### src/i2ctrm_pkg.sv
// ----------------------------------------------------------------------------
// i2ctrm_pkg
// Shared types and constants for the i2c target register map.
// ----------------------------------------------------------------------------
package i2ctrm_pkg;

  localparam int MAP_SIZE = 64;
  localparam int ADDR_W   = (MAP_SIZE > 1) ? $clog2(MAP_SIZE) : 1;

  localparam logic [7:0] MAP_SIZE_B  = 8'(MAP_SIZE);
  localparam logic [8:0] MAP_SIZE_W  = 9'(MAP_SIZE);
  localparam logic [7:0] BYTE_MASK   = 8'hFF;

  typedef enum logic [3:0] {
    OP_ADDR  = 4'd0,
    OP_RX    = 4'd1,
    OP_TX    = 4'd2,
    OP_NACK  = 4'd3,
    OP_STOP  = 4'd4,
    OP_HWR8  = 4'd5,
    OP_HWR16 = 4'd6,
    OP_HRD8  = 4'd7,
    OP_HRD16 = 4'd8
  } op_t;

  typedef enum logic [1:0] {
    ST_IDLE,
    ST_PH1,
    ST_PH2,
    ST_HOLD
  } state_t;

  typedef struct packed {
    logic [3:0]  op;
    logic [7:0]  bus_byte;
    logic [7:0]  host_index;
    logic [15:0] host_value;
  } item_t;

  typedef struct packed {
    logic [7:0]  tx_byte;
    logic [15:0] host_read_data;
    logic [31:0] transaction_total;
  } result_t;

  typedef struct packed {
    logic              en;
    logic              we;
    logic [ADDR_W-1:0] addr;
    logic [7:0]        wdata;
  } mem_req_t;

endpackage

### src/i2ctrm_store.sv
// ----------------------------------------------------------------------------
// i2ctrm_store
// Byte-wide single-port register store with registered read data, with
// per-entry valid bits so that unwritten entries read as zero after reset.
// ----------------------------------------------------------------------------
module i2ctrm_store
  import i2ctrm_pkg::*;
(
  input  logic       clk,
  input  logic       rst_n,
  input  mem_req_t   req,
  output logic [7:0] rdata
);

  logic [7:0]          mem [MAP_SIZE];
  logic [MAP_SIZE-1:0] valid_r;
  logic [7:0]          mem_rd_r;
  logic                rd_vld_r;

  always_ff @(posedge clk) begin
    if (req.en && req.we) begin
      mem[req.addr] <= req.wdata;
    end
    if (req.en && !req.we) begin
      mem_rd_r <= mem[req.addr];
    end
  end

  always_ff @(posedge clk) begin
    if (!rst_n) begin
      valid_r  <= '0;
      rd_vld_r <= 1'b0;
    end else if (req.en) begin
      if (req.we) begin
        valid_r[req.addr] <= 1'b1;
      end else begin
        rd_vld_r <= valid_r[req.addr];
      end
    end
  end

  // entries never written since reset read as zero
  assign rdata = rd_vld_r ? mem_rd_r : 8'h00;

endmodule

### src/i2ctrm_ctrl.sv
// ----------------------------------------------------------------------------
// i2ctrm_ctrl
// Event sequencer: pointer, pointer-loaded flag, transaction counter, store
// access sequencing and the result register.
// ----------------------------------------------------------------------------
module i2ctrm_ctrl
  import i2ctrm_pkg::*;
(
  input  logic       clk,
  input  logic       rst_n,
  input  logic       cfg_we,
  input  logic       cfg_wdata,
  input  logic       in_valid,
  output logic       in_ready,
  input  item_t      in_item,
  output logic       out_valid,
  input  logic       out_ready,
  output result_t    out_res,
  output mem_req_t   mem_req,
  input  logic [7:0] mem_rdata
);

  state_t      state_r, state_nxt;
  logic        enable_r;
  logic [7:0]  ptr_r, ptr_nxt;
  logic        loaded_r, loaded_nxt;
  logic [31:0] cnt_r, cnt_nxt;

  logic [3:0]  op_r;
  logic [7:0]  idx_r;
  logic [15:0] hval_r;
  logic        act_r, act_nxt;
  logic [7:0]  hi_r;

  logic [7:0]  res_tx_r, res_tx;
  logic [15:0] res_rd_r, res_rd;

  logic        out_valid_r, out_valid_nxt;
  result_t     out_res_r;

  logic        accept;
  logic        slot_free;
  logic        load_out;
  logic [8:0]  idx_in_inc;
  logic [8:0]  idx_r_inc;

  assign accept     = in_valid && in_ready;
  assign slot_free  = !out_valid_r || out_ready;
  assign idx_in_inc = {1'b0, in_item.host_index} + 9'd1;
  assign idx_r_inc  = {1'b0, idx_r} + 9'd1;

  // next state
  always_comb begin
    state_nxt = state_r;
    case (state_r)
      ST_IDLE: begin
        if (in_valid) state_nxt = ST_PH1;
      end
      ST_PH1: begin
        if (op_r == OP_HRD16 && act_r) state_nxt = ST_PH2;
        else if (slot_free)            state_nxt = ST_IDLE;
        else                           state_nxt = ST_HOLD;
      end
      ST_PH2: begin
        state_nxt = slot_free ? ST_IDLE : ST_HOLD;
      end
      ST_HOLD: begin
        if (slot_free) state_nxt = ST_IDLE;
      end
      default: state_nxt = ST_IDLE;
    endcase
  end

  // outputs and datapath
  always_comb begin
    in_ready   = 1'b0;
    mem_req    = '0;
    ptr_nxt    = ptr_r;
    loaded_nxt = loaded_r;
    cnt_nxt    = cnt_r;
    act_nxt    = 1'b0;
    res_tx     = res_tx_r;
    res_rd     = res_rd_r;
    load_out   = 1'b0;
    case (state_r)
      ST_IDLE: begin
        in_ready = 1'b1;
        if (in_valid) begin
          case (in_item.op)
            OP_ADDR: begin
              if (enable_r) loaded_nxt = 1'b0;
            end
            OP_RX: begin
              if (enable_r) begin
                if (!loaded_r) begin
                  ptr_nxt    = in_item.bus_byte;
                  loaded_nxt = 1'b1;
                end else if (ptr_r < MAP_SIZE_B) begin
                  mem_req.en    = 1'b1;
                  mem_req.we    = 1'b1;
                  mem_req.addr  = ptr_r[ADDR_W-1:0];
                  mem_req.wdata = in_item.bus_byte;
                  ptr_nxt       = ptr_r + 8'd1;
                end
              end
            end
            OP_TX: begin
              if (enable_r && ptr_r < MAP_SIZE_B) begin
                act_nxt      = 1'b1;
                mem_req.en   = 1'b1;
                mem_req.addr = ptr_r[ADDR_W-1:0];
                ptr_nxt      = ptr_r + 8'd1;
              end
            end
            OP_STOP: begin
              if (enable_r) begin
                loaded_nxt = 1'b0;
                cnt_nxt    = cnt_r + 32'd1;
              end
            end
            OP_HWR8: begin
              if (in_item.host_index < MAP_SIZE_B) begin
                mem_req.en    = 1'b1;
                mem_req.we    = 1'b1;
                mem_req.addr  = in_item.host_index[ADDR_W-1:0];
                mem_req.wdata = in_item.host_value[7:0] & BYTE_MASK;
              end
            end
            OP_HWR16: begin
              if (idx_in_inc < MAP_SIZE_W) begin
                act_nxt       = 1'b1;
                mem_req.en    = 1'b1;
                mem_req.we    = 1'b1;
                mem_req.addr  = in_item.host_index[ADDR_W-1:0];
                mem_req.wdata = in_item.host_value[15:8];
              end
            end
            OP_HRD8: begin
              if (in_item.host_index < MAP_SIZE_B) begin
                act_nxt      = 1'b1;
                mem_req.en   = 1'b1;
                mem_req.addr = in_item.host_index[ADDR_W-1:0];
              end
            end
            OP_HRD16: begin
              if (idx_in_inc < MAP_SIZE_W) begin
                act_nxt      = 1'b1;
                mem_req.en   = 1'b1;
                mem_req.addr = in_item.host_index[ADDR_W-1:0];
              end
            end
            default: ;
          endcase
        end
      end
      ST_PH1: begin
        res_tx = 8'h00;
        res_rd = 16'h0000;
        if (op_r == OP_TX && act_r) begin
          res_tx = mem_rdata;
        end
        if (op_r == OP_HRD8 && act_r) begin
          res_rd = {8'h00, mem_rdata};
        end
        if (op_r == OP_HWR16 && act_r) begin
          // low byte of a 16-bit pair goes to the next entry
          mem_req.en    = 1'b1;
          mem_req.we    = 1'b1;
          mem_req.addr  = idx_r_inc[ADDR_W-1:0];
          mem_req.wdata = hval_r[7:0];
        end
        if (op_r == OP_HRD16 && act_r) begin
          mem_req.en   = 1'b1;
          mem_req.addr = idx_r_inc[ADDR_W-1:0];
        end else begin
          load_out = slot_free;
        end
      end
      ST_PH2: begin
        res_tx   = 8'h00;
        res_rd   = {hi_r, mem_rdata};
        load_out = slot_free;
      end
      ST_HOLD: begin
        load_out = slot_free;
      end
      default: ;
    endcase
  end

  always_comb begin
    out_valid_nxt = out_valid_r;
    if (load_out)       out_valid_nxt = 1'b1;
    else if (out_ready) out_valid_nxt = 1'b0;
  end

  always_ff @(posedge clk) begin
    if (!rst_n) begin
      state_r     <= ST_IDLE;
      enable_r    <= 1'b0;
      ptr_r       <= 8'h00;
      loaded_r    <= 1'b0;
      cnt_r       <= 32'h0;
      act_r       <= 1'b0;
      out_valid_r <= 1'b0;
    end else begin
      state_r     <= state_nxt;
      ptr_r       <= ptr_nxt;
      loaded_r    <= loaded_nxt;
      cnt_r       <= cnt_nxt;
      out_valid_r <= out_valid_nxt;
      if (cfg_we) enable_r <= cfg_wdata;
      if (accept) act_r <= act_nxt;
    end
  end

  always_ff @(posedge clk) begin
    if (accept) begin
      op_r   <= in_item.op;
      idx_r  <= in_item.host_index;
      hval_r <= in_item.host_value;
    end
    if (state_r == ST_PH1) begin
      hi_r <= mem_rdata;
    end
    res_tx_r <= res_tx;
    res_rd_r <= res_rd;
    if (load_out) begin
      out_res_r.tx_byte           <= res_tx;
      out_res_r.host_read_data    <= res_rd;
      out_res_r.transaction_total <= cnt_r;
    end
  end

  assign out_valid = out_valid_r;
  assign out_res   = out_res_r;

endmodule

### src/i2c_target_register_map.sv
// ----------------------------------------------------------------------------
// i2c_target_register_map
// Byte-wide register file behind an i2c target, with auto-increment pointer.
// ----------------------------------------------------------------------------
// Usage:
//   Each bus event or host access is one transaction on the in_ channel;
//   the op code travels in in_tuser. Every input transaction yields exactly
//   one result transaction on the out_ channel.
//   cfg_we/cfg_wdata set the enable bit; while it is low, bus events are
//   ignored and host accesses still work.
//   Each item is taken in the idle state and goes through an access phase
//   before the next is accepted; a 16-bit host read adds a second read phase,
//   since the byte-wide single-port store gives one byte per read. out_tvalid
//   is registered, set from the item's last phase once the output is free.
//   The result sits in an output register; if the receiver stalls, the
//   block still takes the next item and completes it into a holding stage,
//   accepting further items only once the output register frees up.
//   Reset (rst_n low, synchronous) clears pointer, flag, counter, enable and
//   the per-entry valid bits, so the whole store reads as zero at once.
// ----------------------------------------------------------------------------
module i2c_target_register_map
  import i2ctrm_pkg::*;
(
  input  logic        clk,
  input  logic        rst_n,
  input  logic        cfg_we,
  input  logic        cfg_wdata,
  input  logic        in_tvalid,
  output logic        in_tready,
  input  logic [31:0] in_tdata,   // bus_byte[7:0], host_index[15:8], host_value[31:16]
  input  logic [3:0]  in_tuser,   // op[3:0]
  output logic        out_tvalid,
  input  logic        out_tready,
  output logic [55:0] out_tdata   // tx_byte[7:0], host_read_data[23:8],
                                  // transaction_total[55:24]
);

  item_t    item;
  result_t  res;
  mem_req_t mem_req;
  logic [7:0] mem_rdata;

  assign item.op         = in_tuser;
  assign item.bus_byte   = in_tdata[7:0];
  assign item.host_index = in_tdata[15:8];
  assign item.host_value = in_tdata[31:16];

  i2ctrm_ctrl u_ctrl (
    .clk       (clk),
    .rst_n     (rst_n),
    .cfg_we    (cfg_we),
    .cfg_wdata (cfg_wdata),
    .in_valid  (in_tvalid),
    .in_ready  (in_tready),
    .in_item   (item),
    .out_valid (out_tvalid),
    .out_ready (out_tready),
    .out_res   (res),
    .mem_req   (mem_req),
    .mem_rdata (mem_rdata)
  );

  i2ctrm_store u_store (
    .clk   (clk),
    .rst_n (rst_n),
    .req   (mem_req),
    .rdata (mem_rdata)
  );

  assign out_tdata = {res.transaction_total, res.host_read_data, res.tx_byte};

endmodule
### config.mk
export PLATFORM = sky130hd
export DESIGN_NAME = i2c_target_register_map
export DESIGN_NICKNAME = d
export VERILOG_FILES = /design/src/i2ctrm_pkg.sv /design/src/i2ctrm_store.sv /design/src/i2ctrm_ctrl.sv /design/src/i2c_target_register_map.sv
export SDC_FILE = /design/constraint.sdc
export NUM_CORES = 1
export LEC_CHECK = 0
export ABC_AREA = 1
export BUFFER_PORTS_ARGS = -buffer_cell sky130_fd_sc_hd__buf_2
export CAP_MARGIN = 25
export CORE_UTILIZATION = 40
export CTS_BUF_LIST = sky130_fd_sc_hd__clkbuf_4 sky130_fd_sc_hd__clkbuf_8
export CTS_CLUSTER_DIAMETER = 50
export DETAILED_ROUTE_END_ITERATION = 12
export HOLD_SLACK_MARGIN = 0.05
export SLEW_MARGIN = 20
export SYNTH_ARGS = -nofsm -noshare
export SYNTH_HDL_FRONTEND = slang
export SYNTH_SLANG_ARGS = --single-unit
export TNS_END_PERCENT = 5
### constraint.sdc
create_clock -name clk -period 6.6 [get_ports clk]
set_clock_uncertainty 0.2 [all_clocks]
set_input_delay 1.32 -clock clk [delete_from_list [all_inputs] [get_ports clk]]
set_output_delay 1.32 -clock clk [all_outputs]
set_load 0.02 [all_outputs]
==> results of run 1 <==
[power by group through the flow]
stage / logic [W] / registers, W / clock network, W
after floorplan: 0.000120 / 0.00514 / 0
after global placement: 0.000234 / 0.00513 / 0
after detailed placement: 0.000245 / 0.00512 / 0
after CTS: 0.000246 / 0.00503 / 0.00435
after global routing: 0.000268 / 0.00503 / 0.00457
final: 0.000247 / 0.00503 / 0.00428
[stage by stage]
step                setup slack, ns  power [W]  instance area (um^2)  utilization (%)  hold slack, ns
detailed placement             1.38    0.00537                 31200             42.7           0.221
floorplan                     0.985    0.00526                 29500                -           0.208
CTS                            1.62    0.00963                 33800             46.4           0.236
global placement               1.37    0.00536                 31100             42.6           0.221
global route                   1.42    0.00986                 33900             46.5           0.246
finish                         1.62    0.00956                 33900             46.5           0.233
[state kept, by name (all words and copies together) (netlist names)]
name,cells
u_ctrl.act_r,1
u_store.mem,512
u_store.rd_vld_r,1
u_ctrl.idx_r,6
u_ctrl.ptr_r,8
u_ctrl.out_res,56
u_ctrl.state_r,2
u_ctrl.res_rd_r,16
u_store.valid_r,64
u_store.mem_rd_r,8
u_ctrl.op_r,4
u_ctrl.hi_r,8
u_ctrl.out_valid,1
u_ctrl.cnt_r,32
u_ctrl.hval_r,8
u_ctrl.enable_r,1
u_ctrl.res_tx_r,8
u_ctrl.loaded_r,1
[cells by family after synthesis]
| group | Yosys count | synth area share (%) |
|---|---|---|
| xor+xnor | 7 | 0.208 |
| compound gates | 328 | 6.45 |
| flops | 737 | 70.3 |
| simple gates | 1297 | 18.6 |
| buf+inv | 279 | 4.14 |
| fa+ha+maj | 7 | 0.296 |
[routing by layer]
| metal | global-route usage, % | up-vias | part of all wire (%) |
|---|---|---|---|
| li1 | - | 9508 | - |
| met1 | 29.6 | 10100 | 41 |
| met2 | 36.0 | 1025 | 47 |
| met3 | 4.71 | 183 | 8.6 |
| met4 | 9.09 | 0 | 3.3 |
| met5 | 0 | - | 0 |
[synthesized netlist by cell type (8+ instances only)]
master / number
a22oi_1: 45
nor2_2: 9
o22ai_1: 9
buf_4: 8
nor4_1: 9
nor2_1: 317
o21ai_1: 15
nand3_1: 103
dfxtp_1: 135
nand4_1: 61
buf_2: 50
a21oi_1: 131
nor2_4: 11
nor3_1: 20
o21a_1: 8
edfxtp_1: 602
clkbuf_1: 26
inv_1: 158
nand2_1: 728
o21ai_0: 86
inv_2: 23
buf_6: 11
[final timing paths]
path / start / cells after the start / slack, ns / endpoint
worst min register to register: u_ctrl.cnt_r[30] / 0 / 0.23 / u_ctrl.out_res[30]
worst max-delay path: u_ctrl.state_r[1] / 13 / 1.62 / u_store.mem[46][6]
worst min-delay path: u_ctrl.cnt_r[30] / 0 / 0.23 / u_ctrl.out_res[30]
worst max register to register: u_ctrl.state_r[1] / 13 / 1.62 / u_store.mem[46][6]
[layout make-up]
cell class              count  area [um^2]  area share [%]
flip-flops and latches    737        20800            61.2
multi-input cells        1639         7660            22.6
clock buffers             195         2350            6.91
well taps                 959         1200            3.54
repair buffers            145          951            2.80
inverters                 181          679            2.00
clock inverters            39          317           0.933
diodes                      1         2.50         0.00737
==> metrics.md, run 1 <==
| Metric | Value |
|---|---|
| Crit-path max FO | 16 |
| CTS tree | yes |
| CP Capture Type | flop |
| Final-report setup violation count | 0 |
| Worst vdd ir | 0.000174 V |
| Netlist cell types | 52 |
| Net load switching power | 0.00207 W |
| CP top delay family | simple AND/OR/NAND/NOR gates |
| DRC errors left | 0 |
| DR pass1 iterations | 6 |
| EDFF count, synth | 602 |
| # hold bufs at CTS | 0 |
| Fmax | 201 MHz |
| Via/cell ratio | 5.34 |
| CTS Buf Count | 130 |
| Core Box Area | 73000 um^2 |
| Placed Cells | 3654 |
| Commonest non-fill, non-tap cell in the layout | nand2_1 |
| Final Hold Fails | 0 |
| Horiz. Die Dim | 274 um |
| Layout cells sized above 1 | 15.5% |
| Pleak | 11.6 nW |
| DIE AREA | 75000 um^2 |
| Post-synth top area share | 61.2% |
| Arr. time, crit path | 5.18 ns |
| Fin crit period | 4.98 ns |
| RSZ-0062 raised after global routing | no |
| Via Count | 20800 |
| Total grt overflow | 0 |
| Sequential share of power | 52.6% |
| Worst-path clk slew | 0.06 ns |
| Port bufs | 99 |
| I/O Pins | 100 |
| Max Cap Viol | 0 |
| Internal power | 0.00748 W |
| Clock tree buffer depth | 3 |
| CTS Root Cell | clkbuf_8 |
| Critical path's slowest cell | nor2_1 |
| Initial core utilization | 40.5% |
| Die Height | 274 um |
| Mapped Nets | 2704 |
| Total length of routed wires | 83.5 mm |
| Largest net degree at the start of global routing | 75 |
| H-tree levels | 4 |
| Tightest Hold Check Type | reg2reg |
| Placer Congestion | 0.907 |
| Syn. warnings | 0 |
| Antenna violations before repair | 1 |
| Crit path required time | 6.80 ns |
| Mapped Avg Cell Area | 11.1 um^2 |
| First-pass GRT wire length | 125 mm |
| Antenna-violating nets left | 0 |
| Yosys reg bits | 737 |
| Fin cells | 3896 |
| Post-synth top flop | edfxtp_1 |
| Critical path's largest stage delay | 0.82 ns |
| Most frequent cells in the layout | 728 x nand2_1, 602 x edfxtp_1, 317 x nor2_1 |
| Bufs and invs on worst path | 6 |
| Outcome | complete, no violations |
| Max-slew violation count | 0 |
| Gr usage total | 22.4% |
| Slew @ Worst Pin | 1.12 ns |
| Async S/R FF share, synth | 0% |
| Drt first-iter violations | 2393 |
| Area grow syn2layout | 14.8% |
| Cell area after synthesis | 29500 um^2 |
| Mapped Cells | 2655 |
| Setup TNS | 0 ns |
| # resized after CTS | 0 |
| Sink Count | 737 |
| Worst path cell trace | inv_1 > ha_1 > inv_1 > nor2_1 > buf_4 > nand2_1 > nand2_1 > inv_1 > o21ai_4 > inv_2 > nor2_4 > inv_1 > nor2_1 |
| Synth top area cells | edfxtp_1 61%, nand2_1 9.2%, dfxtp_1 9.1%, nor2_1 4.0%, a21oi_1 2.2% |
| Power Dens Cells | 282 nW/um^2 |
| Wire length per cell | 21.4 um |
| Largest area contributor in the netlist | edfxtp_1 |
| Clock latency on the worst-skew pair | 0.79 ns |
| Site Rows | 99 |
| Slew HR | 24.9% |
| Post-CTS Setup Bufs | 0 |
| Cell mode on critical path | inv_1 |
| Gate power share | 2.6% |
| Critical path class | reg2reg |
| Layout Nets | 2883 |
| Power share of the clock group | 44.8% |
| Seq/Total Area, Yosys | 70.3% |
| Filler cells | 6567 |
| Detailed placer's ending HPWL | 51.9 mm |
| Via count of the first global-routing pass | 20300 |
| Worst Setup Start Kind | flop |
| Switch share | 21.7% |
| Final period util | 75.5% |
Note: power is estimated with default switching activity, not from simulation.
==> run 2, diff against run 1 <==
Clock period 6.6 ns to 4.6 ns, I/O delays scaled along.
==> metrics.md, run 2 (same netlist as run 1, synthesis figures left out) <==
| Metric | Value |
|---|---|
| Outcome | complete, no violations |
| DIE AREA | 75000 um^2 (unchanged) |
| Filler cells | 6591 (+0.37%) |
| Net load switching power | 0.00293 W (+41%) |
| Area grow syn2layout | 16.5% |
| Detailed placer's ending HPWL | 52.6 mm (+1.4%) |
| Gr usage total | 22.0% (-0.43 points) |
| RSZ-0062 raised after global routing | no |
| Layout Nets | 2956 (+2.5%) |
| Die Height | 274 um (unchanged) |
| Tightest Hold Check Type | in2reg |
| Core Box Area | 73000 um^2 (unchanged) |
| Max-slew violation count | 0 (unchanged) |
| Fmax | 246 MHz (+22%) |
| Most frequent cells in the layout | 728 x nand2_1, 602 x edfxtp_1, 317 x nor2_1 |
| Commonest non-fill, non-tap cell in the layout | nand2_1 |
| Slew @ Worst Pin | 0.914 ns (-0.209 ns) |
| Worst-path clk slew | 0.07 ns (about the same) |
| Post-Layout Inst Area | 34400 um^2 (+1.4%) |
| Final core occ | 47.2% (+0.67 points) |
| DRC errors left | 0 (unchanged) |
| Port bufs | 99 (unchanged) |
| CP Capture Type | flop |
| Final Hold Fails | 0 (unchanged) |
| Layout cells sized above 1 | 17.4% (+1.9 points) |
| Clock tree buffer depth | 3 (unchanged) |
| Largest net degree at the start of global routing | 65 (-13%) |
| CTS tree | yes |
| Slew HR | 39.0% (+14 points) |
| Antenna violations before repair | 1 (unchanged) |
| Wire length per cell | 20.8 um (-3.1%) |
| Sequential share of power | 53.7% (+1.1 points) |
| Area of the multi-input gates | 7660 um^2 (unchanged) |
| Hold WS | 0.144 ns (-0.0892 ns) |
| Most flop-heavy register | u_store.mem |
| Register area | 20800 um^2 (unchanged) |
| Sink Count | 737 (unchanged) |
| Via/cell ratio | 5.24 (-1.8%) |
| Arr. time, crit path | 4.36 ns (-0.82 ns) |
| H-tree levels | 3 (-1) |
| Final-report setup violation count | 0 (unchanged) |
| Max Cap Viol | 0 (unchanged) |
| Crit-path max FO | 22 (+6) |
| Switch share | 21.8% (+0.11 points) |
| Power Dens Cells | 390 nW/um^2 (+39%) |
| # hold bufs at CTS | 0 (unchanged) |
| Fin crit period | 4.07 ns (-0.914 ns) |
| Post-CTS Setup Bufs | 0 (unchanged) |
| PnR worst setup slack | 0.529 ns (-1.09 ns) |
| Placed Area | 31900 um^2 (+2.3%) |
| Antenna-violating nets left | 0 (unchanged) |
| Critical path class | reg2reg |
| CTS Buf Count | 120 (-7.7%) |
| Pleak | 12.0 nW (+3.4%) |
| Final period util | 88.5% (+13 points) |
| CTS Root Cell | clkbuf_8 |
| Via count of the first global-routing pass | 20300 (+0.28%) |
| Site Rows | 99 (unchanged) |
| Max reg flops | 512 (unchanged) |
| Initial core utilization | 40.5% (unchanged) |
| Via Count | 20800 (+0.12%) |
| Total Power | 0.0134 W (+41%) |
| Power share of the clock group | 43.7% (-1.1 points) |
| Pre-CTS WS | 0.351 ns (-1.03 ns) |
| DR pass1 iterations | 6 (unchanged) |
| First-pass GRT wire length | 124 mm (-0.70%) |
| # resized after CTS | 0 (unchanged) |
| Internal power | 0.0105 W (+40%) |
| Drt first-iter violations | 2213 (-7.5%) |
| Total length of routed wires | 82.5 mm (-1.2%) |
| Worst Setup Start Kind | flop |
| Clock latency on the worst-skew pair | 0.77 ns (-0.02 ns) |
| Total grt overflow | 0 (unchanged) |
| Worst vdd ir | 0.000268 V (+54%) |
| Placer Congestion | 0.944 (+4.0%) |
| I/O Pins | 100 (unchanged) |
| Gate power share | 2.6% (about the same) |
| Crit path required time | 4.89 ns (-1.91 ns) |
| Horiz. Die Dim | 274 um (unchanged) |
-- run 2: cell types whose count changed in the layout (fill, tap and decap cells not counted), moves of 2 or more --
cell / before / now
buf_12: 4 / 9
clkbuf_8: 141 / 133
clkinv_1: 12 / 20
clkinvlp_4: 9 / 2
buf_4: 39 / 120
clkinv_2: 6 / 11
clkinv_4: 4 / 0
buf_16: 3 / 0
inv_6: 3 / 1
-- run 2: through the flow --
| step | TNS [ns] | std cells |
|---|---|---|
| after floorplan | -174.85 | 2655 |
| after global placement | 0 | 3743 |
| final | 0 | 3974 |
| after detailed placement | 0 | 3744 |
| after CTS | 0 | 3972 |
| after global routing | 0 | 3974 |
-- run 2: area by class of cell --
type                            count  share of cell area [%]
Antenna cell                        2                  0.0145
Clock buffer                      187                    6.50
Clock inverter                     41                   0.840
Inverter                          181                    1.97
Multi-Input combinational cell   1639                    22.2
Sequential cell                   737                    60.4
Tap cell                          959                    3.49
Timing Repair Buffer              228                    4.58
-- run 2: power by group through the flow --
stage                     logic [W]  clock network, W  registers [W]
after floorplan            0.000173                 0        0.00738
after global routing       0.000384           0.00625        0.00721
final                      0.000354           0.00587        0.00721
after detailed placement   0.000352                 0        0.00735
after global placement     0.000345                 0        0.00735
after CTS                  0.000353           0.00598        0.00721
-- run 2: final timing paths --
kind                                        start             endpoint  slack [ns]  cells past startpoint
worst max-delay path            u_ctrl.state_r[1]  u_store.mem_rd_r[6]        0.53                     17
worst min-delay path                 in_tdata[18]     u_ctrl.hval_r[2]        0.14                      1
worst min register to register   u_ctrl.cnt_r[10]   u_ctrl.out_res[10]        0.23                      0
worst max register to register  u_ctrl.state_r[1]  u_store.mem_rd_r[6]        0.53                     17
-- run 2: critical path, cell delays in order (launching register included) --
cell,delay [ns]
dfxtp_1,0.39
inv_1,0.09
ha_1,0.35
inv_1,0.15
nor2_1,0.08
nand2_1,0.11
nand2_1,0.11
nand2_1,0.17
a21boi_4,0.61
nor2_4,0.10
buf_4,0.26
buf_4,0.25
a22oi_1,0.19
nand4_1,0.17
nand2_1,0.10
nand2_1,0.09
nor2_1,0.27
nand2_1,0.08
-- run 2: layer usage --
layer  GRT usage [%]  vias up  share of wire [%]
li1                -     9653                  -
met1            29.4    10100                 42
met2            36.3      895                 48
met3            3.84      145                7.7
met4            7.28        0                2.5
met5               0        -                  0
==> run 3, diff against run 2 <==
==> constraint.sdc (replaced) <==
create_clock -name clk -period 4.6 [get_ports clk]
set_clock_uncertainty 0.2 [all_clocks]
set_input_delay 1.15 -clock clk [delete_from_list [all_inputs] [get_ports clk]]
set_output_delay 1.15 -clock clk [all_outputs]
set_load 0.02 [all_outputs]
==> metrics.md, run 3 (same netlist as run 1, synthesis figures left out) <==
| Metric | Value |
|---|---|
| Antenna-violating nets left | 0 (unchanged) |
| Layout cells sized above 1 | 17.2% (-0.13 points) |
| Total length of routed wires | 81.9 mm (-0.72%) |
| Die Height | 274 um (unchanged) |
| Clock latency on the worst-skew pair | 0.76 ns (about the same) |
| Fin crit period | 4.07 ns (+0.00155 ns) |
| Most flop-heavy register | u_store.mem |
| Setup TNS | 0 ns (unchanged) |
| Via count of the first global-routing pass | 20600 (+1.4%) |
| Initial core utilization | 40.5% (unchanged) |
| Crit-path max FO | 11 (-50%) |
| Fmax | 246 MHz (about the same) |
| CP top delay family | simple AND/OR/NAND/NOR gates |
| DIE AREA | 75000 um^2 (unchanged) |
| Horiz. Die Dim | 274 um (unchanged) |
| Most frequent cells in the layout | 728 x nand2_1, 602 x edfxtp_1, 317 x nor2_1 |
| RR Endpoint | u_store.mem_rd_r[4] |
| # resized after CTS | 0 (unchanged) |
| Max-slew violation count | 0 (unchanged) |
| Final period util | 88.5% (about the same) |
| Final Hold Fails | 0 (unchanged) |
| Drt first-iter violations | 2188 (-1.1%) |
| Total grt overflow | 0 (unchanged) |
| Antenna violations before repair | 1 (unchanged) |
| Clock tree buffer depth | 3 (unchanged) |
| Critical path's largest stage delay | 0.56 ns (-0.05 ns) |
| Site Rows | 99 (unchanged) |
| CTS tree | yes |
| Placer Congestion | 0.932 (-1.3%) |
| Via/cell ratio | 5.25 (+0.22%) |
| Final core occ | 47.3% (+0.11 points) |
| Hold Path End | u_ctrl.out_res[20] |
| M2 GR Usage | 36.3% (+0.060 points) |
| I/O Pins | 100 (unchanged) |
| Worst vdd ir | 0.000263 V (-1.9%) |
| Worst reg2reg startpoint | u_ctrl.state_r[1] |
| Final-report setup violation count | 0 (unchanged) |
| Slew @ Worst Pin | 1.07 ns (+0.156 ns) |
| Grt met3 use | 4.06% (+0.22 points) |
| Gr usage total | 21.9% (-0.073 points) |
| Port bufs | 99 (unchanged) |
| Path depth of the worst reg2reg path | 19 (+2) |
| CTS Root Cell | clkbuf_8 |
| Largest net degree at the start of global routing | 75 (+15%) |
| Area grow syn2layout | 16.8% |
| Power Dens Cells | 387 nW/um^2 (-0.74%) |
| Sink Count | 737 (unchanged) |
| DR pass1 iterations | 6 (unchanged) |
| Crit path required time | 4.91 ns (+0.02 ns) |
| Critical path's slowest cell | o21ai_0 |
| CP Capture Type | flop |
| Filler cells | 6574 (-0.26%) |
| Commonest non-fill, non-tap cell in the layout | nand2_1 |
| Via Count | 20900 (+0.19%) |
| GRT busiest layer | met2 |
| M1 GR Usage | 28.7% (-0.70 points) |
| Bufs and invs on worst path | 5 (+1) |
| Detailed placer's ending HPWL | 52.7 mm (+0.24%) |
| First-pass GRT wire length | 124 mm (about the same) |
| Max reg flops | 512 (unchanged) |
| Outcome | complete, no violations |
| Hold WS | 0.233 ns (+0.0889 ns) |
| Max Cap Viol | 0 (unchanged) |
| H-tree levels | 3 (unchanged) |
| Worst Setup Start Kind | flop |
| WHS Path Cells | 0 (-1) |
| CTS Buf Count | 119 (-0.83%) |
| Cell mode on critical path | nand2_1 |
| # hold bufs at CTS | 0 (unchanged) |
| Total Power | 0.0134 W (-0.51%) |
| Core Box Area | 73000 um^2 (unchanged) |
| Flop2flop setup slack | 0.53 ns (about the same) |
| Worst-path clk slew | 0.07 ns (about the same) |
| Critical path class | reg2reg |
| Pleak | 12.0 nW (+0.21%) |
| Arr. time, crit path | 4.39 ns (+0.03 ns) |
| Post-CTS Setup Bufs | 0 (unchanged) |
| DRC errors left | 0 (unchanged) |
| Worst path cell trace | inv_1 > ha_1 > inv_1 > nor2_1 > nand2_1 > nand2_1 > nand2_1 > nand2_4 > buf_4 > nor2_4 > nand2_1 > inv_2 > buf_4 > nand2_1 > nand3_1 > o21ai_0 > nand2_1 > nor2_1 > nand2_1 |
| Tightest Hold Check Type | reg2reg |
| Slew HR | 28.5% (-11 points) |
| Wire length per cell | 20.6 um (-0.69%) |
| RSZ-0062 raised after global routing | no |
| Min-delay src | u_ctrl.cnt_r[20] |
| Layout Nets | 2965 (+0.30%) |
## run 3: stage by stage
stage	setup WS, ns	area [um^2]	cells
after floorplan	-0.817	29500	2655
after CTS	0.552	34500	3972
final	0.527	34500	3973
after detailed placement	-0.0316	32000	3754
after global placement	0.0238	32000	3753
after global routing	0.272	34500	3973
## run 3: worst max path at each step
stage                           to  cells after the start               from  slack, ns
2_1_floorplan    u_store.mem[0][4]                      6        in_tuser[1]      -0.82
3_3_place_gp   u_store.mem_rd_r[4]                     20        in_tuser[2]       0.02
3_5_place_dp   u_store.mem_rd_r[4]                     22        in_tuser[2]      -0.03
4_1_cts        u_store.mem_rd_r[4]                     19  u_ctrl.state_r[1]       0.55
5_1_grt        u_store.mem_rd_r[4]                     19  u_ctrl.state_r[1]       0.27
6_report       u_store.mem_rd_r[4]                     19  u_ctrl.state_r[1]       0.53
## run 3: final cells by class
| type | count | area, um^2 | share of cell area (%) |
|---|---|---|---|
| repair buffers | 238 | 1730 | 5.00 |
| clock inverters | 51 | 387 | 1.12 |
| diodes | 1 | 2.50 | 0.00725 |
| well taps | 959 | 1200 | 3.48 |
| flip-flops and latches | 737 | 20800 | 60.2 |
| clock buffers | 167 | 2070 | 6.01 |
| inverters | 181 | 679 | 1.97 |
| multi-input cells | 1639 | 7660 | 22.2 |
## run 3: power by group
part           total [W]  switching [W]  internal (W)
Clock            0.00580        0.00261       0.00319
Combinational   0.000355       0.000259     0.0000958
Sequential       0.00721      0.0000219       0.00719
Total             0.0134        0.00289        0.0105
## run 3: routing by layer
metal  vias up  wire length [um]
met5         -                 0
met4         0              2350
met3       161              6750
met2       913             39000
met1     10100             33800
li1       9663                 -
